==> src/design/kss_pkg.sv <==
package kss_pkg;

   localparam int RegWidth           = 11;
   localparam int ValWidth           = 32;
   localparam int BitIdxWidth        = $clog2(ValWidth);
   localparam int DefaultMaxElements = 1024;

   localparam logic [ValWidth-1:0] SignFlip = {1'b1, {(ValWidth-1){1'b0}}};

   // register map
   localparam int CsrIdxWidth = 2;
   localparam logic [CsrIdxWidth-1:0] CSR_RANGE_FIRST = 2'd0;
   localparam logic [CsrIdxWidth-1:0] CSR_RANGE_LAST  = 2'd1;
   localparam logic [CsrIdxWidth-1:0] CSR_RANK_K      = 2'd2;

   localparam logic STATUS_OK  = 1'b0;
   localparam logic STATUS_ERR = 1'b1;

   typedef struct packed {
      logic store;    // write accepted sample into the store
      logic check;    // validate range and rank, set up first pass
      logic scan;     // read one store entry
      logic decide;   // settle one key bit, set up next pass
      logic emit;     // load result register, restart sequence
   } kss_cmd_type;

   typedef struct packed {
      logic err;
      logic scan_end;
      logic last_bit;
      logic out_free;
   } kss_sts_type;

endpackage

==> src/design/kss_csr.sv <==
module kss_csr import kss_pkg::*; (
   input  logic                   clock,
   input  logic                   reset,
   input  logic                   csr_wr_en,
   input  logic [CsrIdxWidth-1:0] csr_index,
   input  logic [RegWidth-1:0]    csr_wdata,
   output logic [RegWidth-1:0]    range_first,
   output logic [RegWidth-1:0]    range_last,
   output logic [RegWidth-1:0]    rank_k
);

   logic [RegWidth-1:0] first_ff, last_ff, rank_ff;

   always_ff @(posedge clock) begin
      if (reset) begin
         first_ff <= RegWidth'(1);
         last_ff  <= RegWidth'(1);
         rank_ff  <= RegWidth'(1);
      end else if (csr_wr_en) begin
         case (csr_index)
            CSR_RANGE_FIRST: first_ff <= csr_wdata;
            CSR_RANGE_LAST:  last_ff  <= csr_wdata;
            CSR_RANK_K:      rank_ff  <= csr_wdata;
            default: ;
         endcase
      end
   end

   assign range_first = first_ff;
   assign range_last  = last_ff;
   assign rank_k      = rank_ff;

endmodule

==> config.mk <==
export PLATFORM = sky130hd
export DESIGN_NAME = kss_csr
export DESIGN_NICKNAME = d
export VERILOG_FILES = /design/src/design/kss_pkg.sv /design/src/design/kss_csr.sv
export SDC_FILE = /design/constraint.sdc
export NUM_CORES = 1
export LEC_CHECK = 0
export BUFFER_PORTS_ARGS = -buffer_cell sky130_fd_sc_hd__buf_2
export CORE_MARGIN = 3
export CORE_UTILIZATION = 50
export CTS_BUF_LIST = sky130_fd_sc_hd__clkbuf_8
export DETAILED_ROUTE_END_ITERATION = 12
export GPL_TIMING_DRIVEN = 0
export PLACE_DENSITY = 0.83
export REMOVE_ABC_BUFFERS = 1
export SLEW_MARGIN = 0
export SYNTH_ARGS = -nofsm -noshare
export SYNTH_HDL_FRONTEND = slang
export SYNTH_SLANG_ARGS = --single-unit
==> constraint.sdc <==
create_clock -name clock -period 1 [get_ports clock]
set_input_delay 0.1 -clock clock [delete_from_list [all_inputs] [get_ports clock]]
set_output_delay 0.1 -clock clock [all_outputs]
set_load 0.03 [all_outputs]
==> results.txt <==
CTS Buffer Depth -> 2
Least-Margin Pin Slew -> 559 ps
Slew Limit Headroom -> 0.626
start of the worst register-to-register path -> range_first[0]
worst hold stages -> 3
Num CTS Buffers -> 5
M1 wire length -> 1140 um
routed wl met3 -> 245 um
hold crit path type -> in2reg
Starting Density -> 0.533
die outline height -> 57.6 um
Layout fillers -> 213
IO Pins -> 49
max incr delay on CP -> 340 ps
largest net degree at the start of global routing -> 45
Synth Register Bits -> 33
grt ovf -> 0
status -> completed
Worst path depth -> 1
CP Capture Type -> output pin
DP Cell Count -> 193
# clock sinks -> 33
reg-to-reg setup timing slack -> 370 ps
via count -> 1010
part of the Yosys area used for sequential elements -> 0.496
Setup violations, final -> 0
Synth Instances -> 122
final hold violations -> 0
Cell Chain, Critical Path -> buf_2
fin crit share -> 0.928
initial DRC count -> 24
Cell variety after synth -> 10
DR vias/cell -> 4.95
Core ar. -> 2500 um2
Final nets -> 189
Multi-input gate area -> 641 um2
register area -> 661 um2
drt pass-1 iters -> 4
hold endpoint -> range_last[0]
Crit Path Class -> reg2out
leakage -> 0.873 nW
post-synthesis area per instance -> 10.9 um2
clock slew at reported path FFs -> 70 ps
Synth Warn # -> 0
pwr dens -> 1570 nW/um2
vias in the first global route -> 1005
min-delay src -> csr_wdata[0]
Die X -> 57.6 um
Pwr Total -> 2.65 mW
min Tclk post-route -> 928 ps
top routing layer in use -> met4
Critical-path top delay cell -> dfxtp_1
Finished Cell Area -> 1680 um2
worst ir drop on vdd -> 1.23 mV
WP buf/inv -> 1
Area Overhead vs Synth -> 26.5%
CTS tree -> built
crit-path max FO -> 2
RSZ-0062 raised after global routing -> no
cts repair resizes -> 0
Port Buffers -> 48
post-CTS setup buffer count -> 3
Post-DP HPWL -> 1830 um
Worst Clk Skew -> 0 ps
CP required -> 900 ps
# diodes -> 0
# rows -> 18
die area -> 3320 um2
remaining antenna violation count -> 0
# DRC -> 0
worst reg2reg path depth -> 2
Post-Route Utilization -> 0.674
WP data arrival -> 830 ps
antenna violations before repair -> 0
first-pass GRT wire length -> 4250 um
Worst Setup Start Kind -> flop
WL met2 -> 1200 um
min setup slack post-route -> 71.9 ps
final WL -> 2600 um
H-Tree Depth -> 2
Place WS -> -296 ps
max cap viols -> 0
CTS Root Cell -> clkbuf_8
Crit path max-delay family -> flip-flops
WHS -> 102 ps
Cell Area, Placed -> 1580 um2
Slew Limit Fails -> 0
gp weighted congestion -> 0.701
RR Endpoint -> range_first[0]
share of cells above drive strength 1 -> 0.339
clk_lat worst skew -> 280 ps
Routed wire per std cell -> 12.7 um
final std cells w/o fill -> 204
CTS Hold Bufs -> 0
Synth Cell Area -> 1330 um2
fmax -> 1080 MHz
TNS Setup -> 0 ps
GR Util All Layers -> 0.169
==> worst reg2reg max path, stage by stage (launching register included) <==
cell and delay (ps):
dfxtp_1 310, nor2_1 100, mux2i_1 80
==> cell usage after synthesis (all sizes together) <==
cell type  instances  area (um2)
mux2i             33         330
nor3b              1        12.5
clkbuf             4        15.0
and3b              1        8.76
buf                3        15.0
nand3b             2        15.0
nand2b            40         250
or3b               1        8.76
dfxtp             33         661
nor2               4        15.0
==> power by group <==
| group | switching, mW | internal (mW) |
|---|---|---|
| combinational | 0.201 | 0.132 |
| clock | 0.461 | 0.471 |
| sequential | 0.0220 | 1.36 |
==> flip-flops by register name, summed over array words and instances, names as in the netlist <==
register,count
range_first,11
range_last,11
rank_k,11
==> routing by layer <==
| metal | up-vias | global-route usage |
|---|---|---|
| met3 | 2 | 0.0860 |
| met1 | 465 | 0.193 |
| li1 | 504 | - |
| met2 | 39 | 0.276 |
| met5 | - | 0 |
| met4 | 0 | 0.0497 |
==> layout by cell type, fill, tap and decap left out <==
cell type  count
or3b_1         1
dfxtp_1       33
buf_4          3
and3b_1        1
nand3b_1       2
buf_2         48
clkinv_2       2
inv_1          1
clkbuf_8       5
nand2b_1      40
mux2i_1       33
nor2_1         4
nor3b_2        1
==> worst max path at each step <==
stage / slack [ps] / start / end
finish: 70 / range_last[6] / range_last[6]
global route: 30 / rank_k[10] / rank_k[10]
detailed placement: -300 / csr_index[0] / rank_k[7]
CTS: 70 / range_last[2] / range_last[2]
global placement: -280 / csr_index[0] / rank_k[10]
floorplan: 80 / csr_index[0] / rank_k[0]
==> area by class of cell <==
type	count	area share
Tap cell	30	0.0223
Sequential cell	33	0.392
Multi-Input combinational cell	82	0.380
Clock inverter	3	0.00817
Clock buffer	5	0.0409
Timing Repair Buffer	51	0.156
==> logic make-up after synthesis <==
family | after synthesis | synth area share
mux | 33 | 0.248
buf+inv | 7 | 0.0225
flops | 33 | 0.496
simple gates | 49 | 0.233
Note: power is estimated with default switching activity, not from simulation.
