**config.mk**
```make
export PLATFORM = sky130hd
export DESIGN_NAME = kss_ctrl
export DESIGN_NICKNAME = d
export VERILOG_FILES = /design/src/design/kss_pkg.sv /design/src/design/kss_ctrl.sv
export SDC_FILE = /design/constraint.sdc
export NUM_CORES = 1
export LEC_CHECK = 0
export BUFFER_PORTS_ARGS = -buffer_cell sky130_fd_sc_hd__buf_2
export CAP_MARGIN = 0
export CORE_AREA = 5 5 42 44
export CTS_BUF_LIST = sky130_fd_sc_hd__clkbuf_4 sky130_fd_sc_hd__clkbuf_8 sky130_fd_sc_hd__clkbuf_16
export DETAILED_ROUTE_END_ITERATION = 16
export DIE_AREA = 0 0 47 49
export RECOVER_POWER = 50
export SLEW_MARGIN = 25
export SYNTH_ARGS = -nofsm -noshare
export SYNTH_HDL_FRONTEND = slang
export SYNTH_SLANG_ARGS = --single-unit
```
**constraint.sdc**
```tcl
create_clock -name clock -period 2.7 [get_ports clock]
set_input_delay 0.135 -clock clock [delete_from_list [all_inputs] [get_ports clock]]
set_output_delay 0.135 -clock clock [all_outputs]
set_load 0.02 [all_outputs]
```
**src/design/kss_pkg.sv**
```systemverilog
package kss_pkg;

   localparam int RegWidth           = 11;
   localparam int ValWidth           = 32;
   localparam int BitIdxWidth        = $clog2(ValWidth);
   localparam int DefaultMaxElements = 1024;

   localparam logic [ValWidth-1:0] SignFlip = {1'b1, {(ValWidth-1){1'b0}}};

   // register map
   localparam int CsrIdxWidth = 2;
   localparam logic [CsrIdxWidth-1:0] CSR_RANGE_FIRST = 2'd0;
   localparam logic [CsrIdxWidth-1:0] CSR_RANGE_LAST  = 2'd1;
   localparam logic [CsrIdxWidth-1:0] CSR_RANK_K      = 2'd2;

   localparam logic STATUS_OK  = 1'b0;
   localparam logic STATUS_ERR = 1'b1;

   typedef struct packed {
      logic store;    // write accepted sample into the store
      logic check;    // validate range and rank, set up first pass
      logic scan;     // read one store entry
      logic decide;   // settle one key bit, set up next pass
      logic emit;     // load result register, restart sequence
   } kss_cmd_type;

   typedef struct packed {
      logic err;
      logic scan_end;
      logic last_bit;
      logic out_free;
   } kss_sts_type;

endpackage

```
**src/design/kss_ctrl.sv**
```systemverilog
module kss_ctrl import kss_pkg::*; (
   input  logic        clock,
   input  logic        reset,
   input  logic        req_valid,
   input  logic        req_final_element,
   output logic        req_ready,
   input  kss_sts_type sts,
   output kss_cmd_type cmd
);

   localparam logic [2:0] S_LOAD   = 3'd0;
   localparam logic [2:0] S_CHECK  = 3'd1;
   localparam logic [2:0] S_SCAN   = 3'd2;
   localparam logic [2:0] S_DRAIN  = 3'd3;
   localparam logic [2:0] S_DECIDE = 3'd4;
   localparam logic [2:0] S_EMIT   = 3'd5;

   logic [2:0] state_ff, state_in;

   always_comb begin
      state_in  = state_ff;
      cmd       = '0;
      req_ready = 1'b0;
      case (state_ff)
         S_LOAD: begin
            req_ready = 1'b1;
            cmd.store = req_valid;
            if (req_valid && req_final_element) state_in = S_CHECK;
         end
         S_CHECK: begin
            cmd.check = 1'b1;
            state_in  = sts.err ? S_EMIT : S_SCAN;
         end
         S_SCAN: begin
            cmd.scan = 1'b1;
            if (sts.scan_end) state_in = S_DRAIN;
         end
         // last read of the pass still in flight
         S_DRAIN: state_in = S_DECIDE;
         S_DECIDE: begin
            cmd.decide = 1'b1;
            state_in   = sts.last_bit ? S_EMIT : S_SCAN;
         end
         S_EMIT: begin
            if (sts.out_free) begin
               cmd.emit = 1'b1;
               state_in = S_LOAD;
            end
         end
         default: state_in = S_LOAD;
      endcase
   end

   always_ff @(posedge clock) begin
      if (reset) state_ff <= S_LOAD;
      else       state_ff <= state_in;
   end

endmodule

```
==> run metrics, run 1 <==
status=finished clean; Sink Count=3; Synth area leaders=dfxtp_1 22%, a21oi_1 9.1%, buf_6 8.2%; Power Dens Cells=690 nW/um^2; design area=357 sq um; total gr overflow=0; first-pass GRT wire length=roughly 1.1 mm; sequential share of the synthesized area=~22%; cell row count=14; Yosys top cell by area=dfxtp_1; die area=2300 sq um; CP cell instances=nor3_1 -> and2_1 -> buf_2; worst-margin pin slew=418 ps; area of the mapped netlist=275 sq um; CP required=2570 ps; count leader, synth=a21oi_1; nets=59; Setup Skew=about 7 ps; startpoint type of the worst setup path=register; met2 wire len=323 um; Slew HR=72.1%; Yosys reg bits=3; post-route ant nets=0; placed cell count=62; Cells after Synth=36; Top reg by flops=state_ff; CP max-delay cell=dfxtp_1; footprint of the multi-input gates=175 sq um; vias in the first global route=roughly 260; GR Util All Layers=6.68%; initial antenna violation count=0; flip-flop count of the largest register after layout=3; Final Wtd Congestion=between 0.6 and 0.7; VDD IR max=134 uV; clk root buf=clkbuf_4; most frequent cells after synthesis=5 x a21oi_1, 3 x dfxtp_1, 3 x nand2b_1, 3 x nor2_1, 3 x nor3b_1; number of enable flip-flop cells after synthesis=0; DR vias=299; Yosys top cell area share=around 22%; CP peak stage delay=570 ps; cts repair resizes=0; final wirelength=679 um; CTS Hold Bufs=0; Final Non-Filler Cells=66; Post-Route M1 WL=282 um; period utilization=50.9%; CTS tree=yes; unrepaired setup endpoints after global routing=false; Max Fclk=727 MHz; wire length on met3=61 um; initial DRC count=1; Worst Path Arrival=1240 ps; Die Y=49 um; htree depth=1; largest net degree at the start of global routing=16; Via density=4.53; kind of critical path=register to output port; worst-skew pair later-pin latency=240 ps; # DRC=0; Post-synth ARST share=0%; Post-CTS Setup Bufs=0; final hold vios=0; final worst path period need=1370 ps; Crit. End Element=output port; CTS Buffer Depth=2; layout cells sized above 1=roughly 36%; Slew Viols, Final=0; Worst-path clk slew=40 ps; WL per Instance=just over 10 um; cts bufs inserted=3; Final setup viols=0; Initial Util=a little under 20%; synth-to-layout area growth=29.5%; storage element area=about 60 sq um; Die Wd=about 47 um; most common flop cell mapped by yosys=dfxtp_1; leakage power=0.000162 uW; largest registers=state_ff x3; first-pass iteration count of the detailed router=4; fillers=172; # IOs=14; post-DP HPWL=between 400 and 500 um; worst-path maximum fanout=15; Hold/Removal Path Class=input pin to register; setup_tns=0 ps; number of port buffers=13; Placed Area=333 sq um; core outline area=1400 sq um; Unique masters post-synth=21; diode count=0; yosys warns=0; post-synthesis net count=44; max_cap viols=0; Top Layer Used=met4; syn avg cell area=7.65 sq um
through the flow:
| step | setup WS [ps] | util, % | total power [uW] | hold WS (ps) |
|---|---|---|---|---|
| floorplan | 1240 | - | 140 | 204 |
| global placement | 1520 | 23.8 | 157 | 341 |
| detailed placement | 1530 | 23.8 | 158 | 338 |
| CTS | 1330 | 25.9 | 252 | 87.6 |
| global route | 1230 | 25.4 | 264 | 98.3 |
| finish | 1330 | 25.4 | 246 | 91.5 |
worst max-delay path: cells and delay by family (launching register included):
family / cells / cell delay [ps]
AND/OR/NAND/NOR: 2 / 280
buffers and inverters: 1 / 150
flip-flops: 1 / 570
power breakdown:
| part | switching [uW] | internal, uW | leakage [uW] |
|---|---|---|---|
| Combinational | 44.0 | 37.8 | 0.000119 |
| Clock | 27.1 | 65.7 | 0.0000184 |
| Sequential | 20.3 | 51.3 | 0.0000246 |
| Total | 91.4 | 155 | 0.000162 |
final cells by class:
type	count	area share, %
inverters	2	2.11
clock buffers	4	8.42
well taps	16	5.61
flip-flops and latches	3	16.8
repair buffers	13	17.9
multi-input cells	28	49.1
cells by family (layout without fill, tap and decap cells):
family          after synthesis  after routing  synth area share, %
flops                         3              3                 21.8
compound gates               12             12                 28.6
simple gates                 16             16                 36.8
buf+inv                       5             19                 12.7
final timing paths:
check / depth (start not counted) / slack (ps) / end / start
worst max-delay path: 3 / 1330 / cmd[4] / state_ff[0]
worst min-delay path: 2 / 90 / state_ff[1] / reset
worst max register to register: 3 / 1510 / state_ff[0] / state_ff[0]
worst min register to register: 2 / 700 / state_ff[2] / state_ff[2]
cell usage in the layout (no fill, tap or decap):
cell / n
o21ba_2: 1
nand2b_2: 1
buf_2: 12
a21o_1: 1
nor2_1: 3
o21ai_0: 1
nand3b_1: 1
a21oi_1: 5
nor2b_1: 1
clkbuf_4: 4
nor3_1: 1
nand2_1: 1
dfxtp_1: 3
and2_1: 1
a211oi_1: 2
inv_1: 2
nand2b_1: 3
or3_1: 1
nor3b_1: 3
clkbuf_1: 1
o221a_1: 1
o21ai_1: 1
layer usage:
metal,global-route usage (%),up-vias
met4,4.15,0
met1,7.00,136
met5,0,-
li1,-,154
met3,4.80,2
met2,9.28,7
Note: power is estimated with default switching activity, not from simulation.
==> run 2: changes to the inputs <==
==> constraint.sdc (replaced) <==
create_clock -name clock -period 1.2 [get_ports clock]
set_input_delay 0.06 -clock clock [delete_from_list [all_inputs] [get_ports clock]]
set_output_delay 0.06 -clock clock [all_outputs]
set_load 0.02 [all_outputs]
==> run metrics, run 2 (synthesis gave the netlist of run 1 again) <==
WL per Instance=10.5 um (was 10.3 um); Crit. End Element=output port (unchanged); critical path's top delay family=flip-flops (unchanged); Initial Util=19.6% (unchanged); initial DRC count=7 (was 1); worst-margin pin slew=300 ps (was 418 ps); initial antenna violation count=0 (unchanged); most frequent cells in the layout=10 x buf_2, 5 x a21oi_1, 4 x nand2b_1, 4 x clkbuf_4 (was 12 x buf_2, 5 x a21oi_1, 4 x clkbuf_4); Die Wd=47 um (unchanged); Hold WS=117 ps (was 91.5 ps); Slew Viols, Final=0 (unchanged); period utilization=95.2%; largest registers=state_ff x3 (unchanged); Max Fclk=between 800 and 900 MHz; Worst-path clk slew=40 ps (about the same); htree depth=1 (unchanged); startpoint type of the worst setup path=register (unchanged); Power Dens Cells=1500 nW/um^2 (was 690 nW/um^2); CP cell instances=nor3_4 -> and2_4 -> buf_4 (was nor3_1 -> and2_1 -> buf_2); kind of critical path=register to output port (unchanged); crit path launch=state_ff[0] (unchanged); Reg-to-Reg Start=state_ff[1] (was state_ff[0]); CP max-delay cell=dfxtp_4 (was dfxtp_1); Final setup viols=0 (unchanged); Final Wtd Congestion=0.712 (was 0.681); Comb pwr share=39.4% (was 33.2%); cts bufs inserted=3 (unchanged); max_cap viols=0 (unchanged); Top reg by flops=state_ff (unchanged); Hold/Removal Path Class=input pin to register (unchanged); worst-skew pair later-pin latency=230 ps (was 240 ps); Final Non-Filler Cells=69 (was 66); status=finished clean (unchanged); Reg power frac=27.8% (was 29.1%); WP buf/inv=1 (unchanged); synth-to-layout area growth=47.3% (was 29.5%); clock share of power=32.9% (was 37.7%); largest net degree at the start of global routing=14 (was 16); GR Util All Layers=7.45% (was 6.68%); Slew HR=79.9% (was 72.1%); CTS tree=yes (unchanged); die area=2300 sq um (unchanged); nets=62 (was 59); first-pass iteration count of the detailed router=4 (unchanged); Worst Path Arrival=1080 ps (was 1240 ps); layout cells sized above 1=47.2% (was 36.0%); Sink Count=3 (unchanged); switching share of power=34.8% (was 37.1%); fillers=169 (was 172); clk root buf=clkbuf_4 (unchanged); first-pass GRT wire length=1.20 mm (was 1.08 mm); CP peak stage delay=370 ps (was 570 ps); CP required=1140 ps (was 2570 ps); post-DP HPWL=535 um (was 486 um); leakage power=0.000184 uW (was 0.000162 uW); vias in the first global route=270 (was 262); # DRC=0 (unchanged); core outline area=1400 sq um (unchanged); number of port buffers=13 (unchanged); Pint=398 uW (was 155 uW); Die Y=49 um (unchanged); final worst path period need=1140 ps; worst-path maximum fanout=12 (was 15); cell row count=14 (unchanged); footprint of the multi-input gates=186 sq um (was 175 sq um); CTS Buffer Depth=2 (unchanged); storage element area=68.8 sq um (was 60.1 sq um); Setup Skew=1.54 ps (was 6.97 ps); # IOs=14 (unchanged); diode count=0 (unchanged); placed cell count=63 (was 62); final wirelength=724 um (was 679 um); commonest non-fill, non-tap cell in the layout=buf_2 (unchanged); hold path start=sts[1] (was reset); setup_tns=0 ps (unchanged); Via density=4.36 (was 4.53); Switching Power=212 uW (was 91.4 uW); DR vias=301 (was 299); post-route ant nets=0 (unchanged); total gr overflow=0 (unchanged); final hold vios=0 (unchanged); flip-flop count of the largest register after layout=3 (unchanged); VDD IR max=416 uV (was 134 uV)
-- run 2: layout make-up --
class                      instances  share of cell area (%)
sequential                         3                    17.0
tap                               16                    4.94
inverter                           2                    1.85
timing repair buffer              16                    22.8
clock buffer                       4                    7.41
multi-input combinational         28                    46.0
-- run 2: worst reg2reg max path, delay by kind of cell (launching register included) --
family	cells	cell delay (ps)
compound gates	1	140
flops	1	380
simple gates	2	520
-- run 2: per-stage QoR --
| stage | power, uW | worst slack (ps) | cell area (sq um) | utilization (%) |
|---|---|---|---|---|
| after floorplan | 320 | 30.5 | 280 | - |
| after CTS | 583 | 36.8 | 379 | 27.1 |
| after global routing | 668 | -10.9 | 405 | 28.9 |
| after global placement | 368 | 29.2 | 345 | 24.6 |
| final | 609 | 57.4 | 405 | 28.9 |
| after detailed placement | 369 | 31.1 | 345 | 24.6 |
-- run 2: metal layers --
| metal | track usage (%) | share of wire, % | vias to the layer above | wire length, um |
|---|---|---|---|---|
| li1 | - | - | 160 | - |
| met1 | 7.86 | 41 | 135 | 298 |
| met2 | 10.2 | 52 | 6 | 373 |
| met3 | 7.01 | 7.2 | 0 | 52 |
| met4 | 2.76 | 0 | 0 | 0 |
| met5 | 0 | 0 | - | 0 |
-- run 2: timing repair --
action                                  4_1_cts  5_1_grt
setup buffers                                 0        1
pin swaps                                     0        1
endpoints found under the hold margin         0        1
hold buffers                                  0        1
endpoints found under the setup margin        5        1
resized for setup                             3        5
-- run 2: final timing paths --
check / cells after the start / slack (ps) / to
worst max-delay path: 3 / 60 / cmd[4]
worst max register to register: 3 / 90 / state_ff[1]
worst min register to register: 2 / 640 / state_ff[1]
worst min-delay path: 3 / 120 / state_ff[1]
-- run 2: power by group through the flow --
stage                     combinational [uW]  sequential (uW)  clock, uW
after global routing                     265              175        228
final                                    240              169        200
after detailed placement                 208              161          0
after global placement                   208              160          0
after floorplan                          191              129          0
after CTS                                209              163        211
==> run 3: changes to the inputs <==
==> constraint.sdc (replaced) <==
create_clock -name clock -period 1.5 [get_ports clock]
set_input_delay 0.075 -clock clock [delete_from_list [all_inputs] [get_ports clock]]
set_output_delay 0.075 -clock clock [all_outputs]
set_load 0.02 [all_outputs]
==> run metrics, run 3 (synthesis gave the netlist of run 1 again) <==
status=finished clean (unchanged); CP peak stage delay=570 ps (was 370 ps); post-DP HPWL=504 um (was 535 um); first-pass GRT wire length=966 um (was 1.20 mm); htree depth=1 (unchanged); cell row count=14 (unchanged); Sink Count=3 (unchanged); DR vias=287 (was 301); storage element area=60.1 sq um (was 68.8 sq um); Power Dens Cells=1210 nW/um^2 (was 1500 nW/um^2); diode count=0 (unchanged); GR Util All Layers=6.12% (was 7.45%); worst-margin pin slew=421 ps (was 300 ps); crit path launch=state_ff[0] (unchanged); max_cap viols=0 (unchanged); Setup Skew=1.56 ps (was 1.54 ps); WP buf/inv=1 (unchanged); nets=59 (was 62); vias in the first global route=240 (was 270); flop-to-flop setup slack=310 ps (was 90 ps); footprint of the multi-input gates=180 sq um (was 186 sq um); WL per Instance=10.1 um (was 10.5 um); CP max-delay cell=dfxtp_1 (was dfxtp_4); critical path's top delay family=flip-flops (unchanged); VDD IR max=467 uV (was 416 uV); synth-to-layout area growth=31.4% (was 47.3%); layout cells sized above 1=36.0% (was 47.2%); final hold vios=0 (unchanged); Initial Util=19.6% (unchanged); worst-skew pair later-pin latency=230 ps (about the same); final wirelength=667 um (was 724 um); Die Wd=47 um (unchanged); core outline area=1400 sq um (unchanged); worst-path maximum fanout=15 (was 12); Worst path depth=3 (unchanged); cts repair resizes=0 (was 3); Slew Viols, Final=0 (unchanged); Hold/Removal Path Class=input pin to register (unchanged); Die Y=49 um (unchanged); kind of critical path=register to output port (unchanged); post-route ant nets=0 (unchanged); clk root buf=clkbuf_4 (unchanged); Final Non-Filler Cells=66 (was 69); largest registers=state_ff x3 (unchanged); # IOs=14 (unchanged); Via density=4.35 (was 4.36); leakage power=0.000164 uW (was 0.000184 uW); CP required=1420 ps (was 1140 ps); Slew HR=71.9% (was 79.9%); Final Wtd Congestion=0.687 (was 0.712); Post-CTS Setup Bufs=0 (unchanged); unrepaired setup endpoints after global routing=false; cts bufs inserted=3 (unchanged); hold path start=reset (was sts[1]); # DRC=0 (unchanged); Hold Path Depth=2 (was 3); Worst-path clk slew=40 ps (about the same); most frequent cells in the layout=12 x buf_2, 5 x a21oi_1, 4 x clkbuf_4 (was 10 x buf_2, 5 x a21oi_1, 4 x nand2b_1, 4 x clkbuf_4); initial DRC count=1 (was 7); Max Fclk=just under 800 MHz; Worst Path Arrival=1220 ps (was 1080 ps); Crit. End Element=output port (unchanged); largest net degree at the start of global routing=16 (was 14); period utilization=between 80% and 90%; commonest non-fill, non-tap cell in the layout=buf_2 (unchanged); Total Power=438 uW (was 609 uW); Reg-to-Reg Start=state_ff[0] (was state_ff[1]); final worst path period need=1300 ps; CTS tree=yes (unchanged); startpoint type of the worst setup path=register (unchanged); CP cell instances=nor3_1 -> and2_1 -> buf_2 (was nor3_4 -> and2_4 -> buf_4); number of port buffers=13 (unchanged); placed cell count=62 (was 63); die area=2300 sq um (unchanged); setup_tns=0 ps (unchanged); first-pass iteration count of the detailed router=2 (was 4); CTS Buffer Depth=2 (unchanged); Final setup viols=0 (unchanged); CTS Hold Bufs=0 (unchanged); r2r worst-path depth=3 (unchanged); initial antenna violation count=0 (unchanged); flip-flop count of the largest register after layout=3 (unchanged); fillers=169 (unchanged); total gr overflow=0 (unchanged); Top reg by flops=state_ff (unchanged)
-- run 3: power by group --
part           total [uW]  leakage, uW  internal (uW)  switching [uW]
Sequential            130    0.0000246           92.4            37.7
Combinational         148     0.000121           70.0            78.2
Clock                 160    0.0000184            118            42.3
-- run 3: per-stage QoR --
step	util, %	setup WS, ps	hold WS [ps]	area (sq um)
3_5_place_dp	23.8	310	284	333
6_report	25.8	202	45.0	362
3_3_place_gp	23.8	320	281	333
2_1_floorplan	-	104	144	275
5_1_grt	25.8	102	37.0	362
4_1_cts	25.9	194	32.9	363
-- run 3: worst register-to-register path, delay by kind of cell, from the launching register on --
kind,cells,cell delay (ps)
and+or+nand+nor,1,190
DFF,1,570
AOI/OAI and AO/OA,2,320
-- run 3: worst paths after layout --
path	endpoint
max	cmd[4]
min	state_ff[1]
max reg2reg	state_ff[0]
min reg2reg	state_ff[2]
-- run 3: area by class of cell --
cell class                 instances  area share (%)
clock buffer                       4            8.30
inverter                           2            2.08
multi-input combinational         28            49.8
sequential                         3            16.6
tap                               16            5.54
timing repair buffer              13            17.6
-- run 3: routing by layer --
layer	up-vias	GRT usage [%]	wire, um
li1	154	-	-
met1	126	6.35	288
met2	7	8.37	309
met3	0	7.75	68
met4	0	0	0
met5	-	0	0
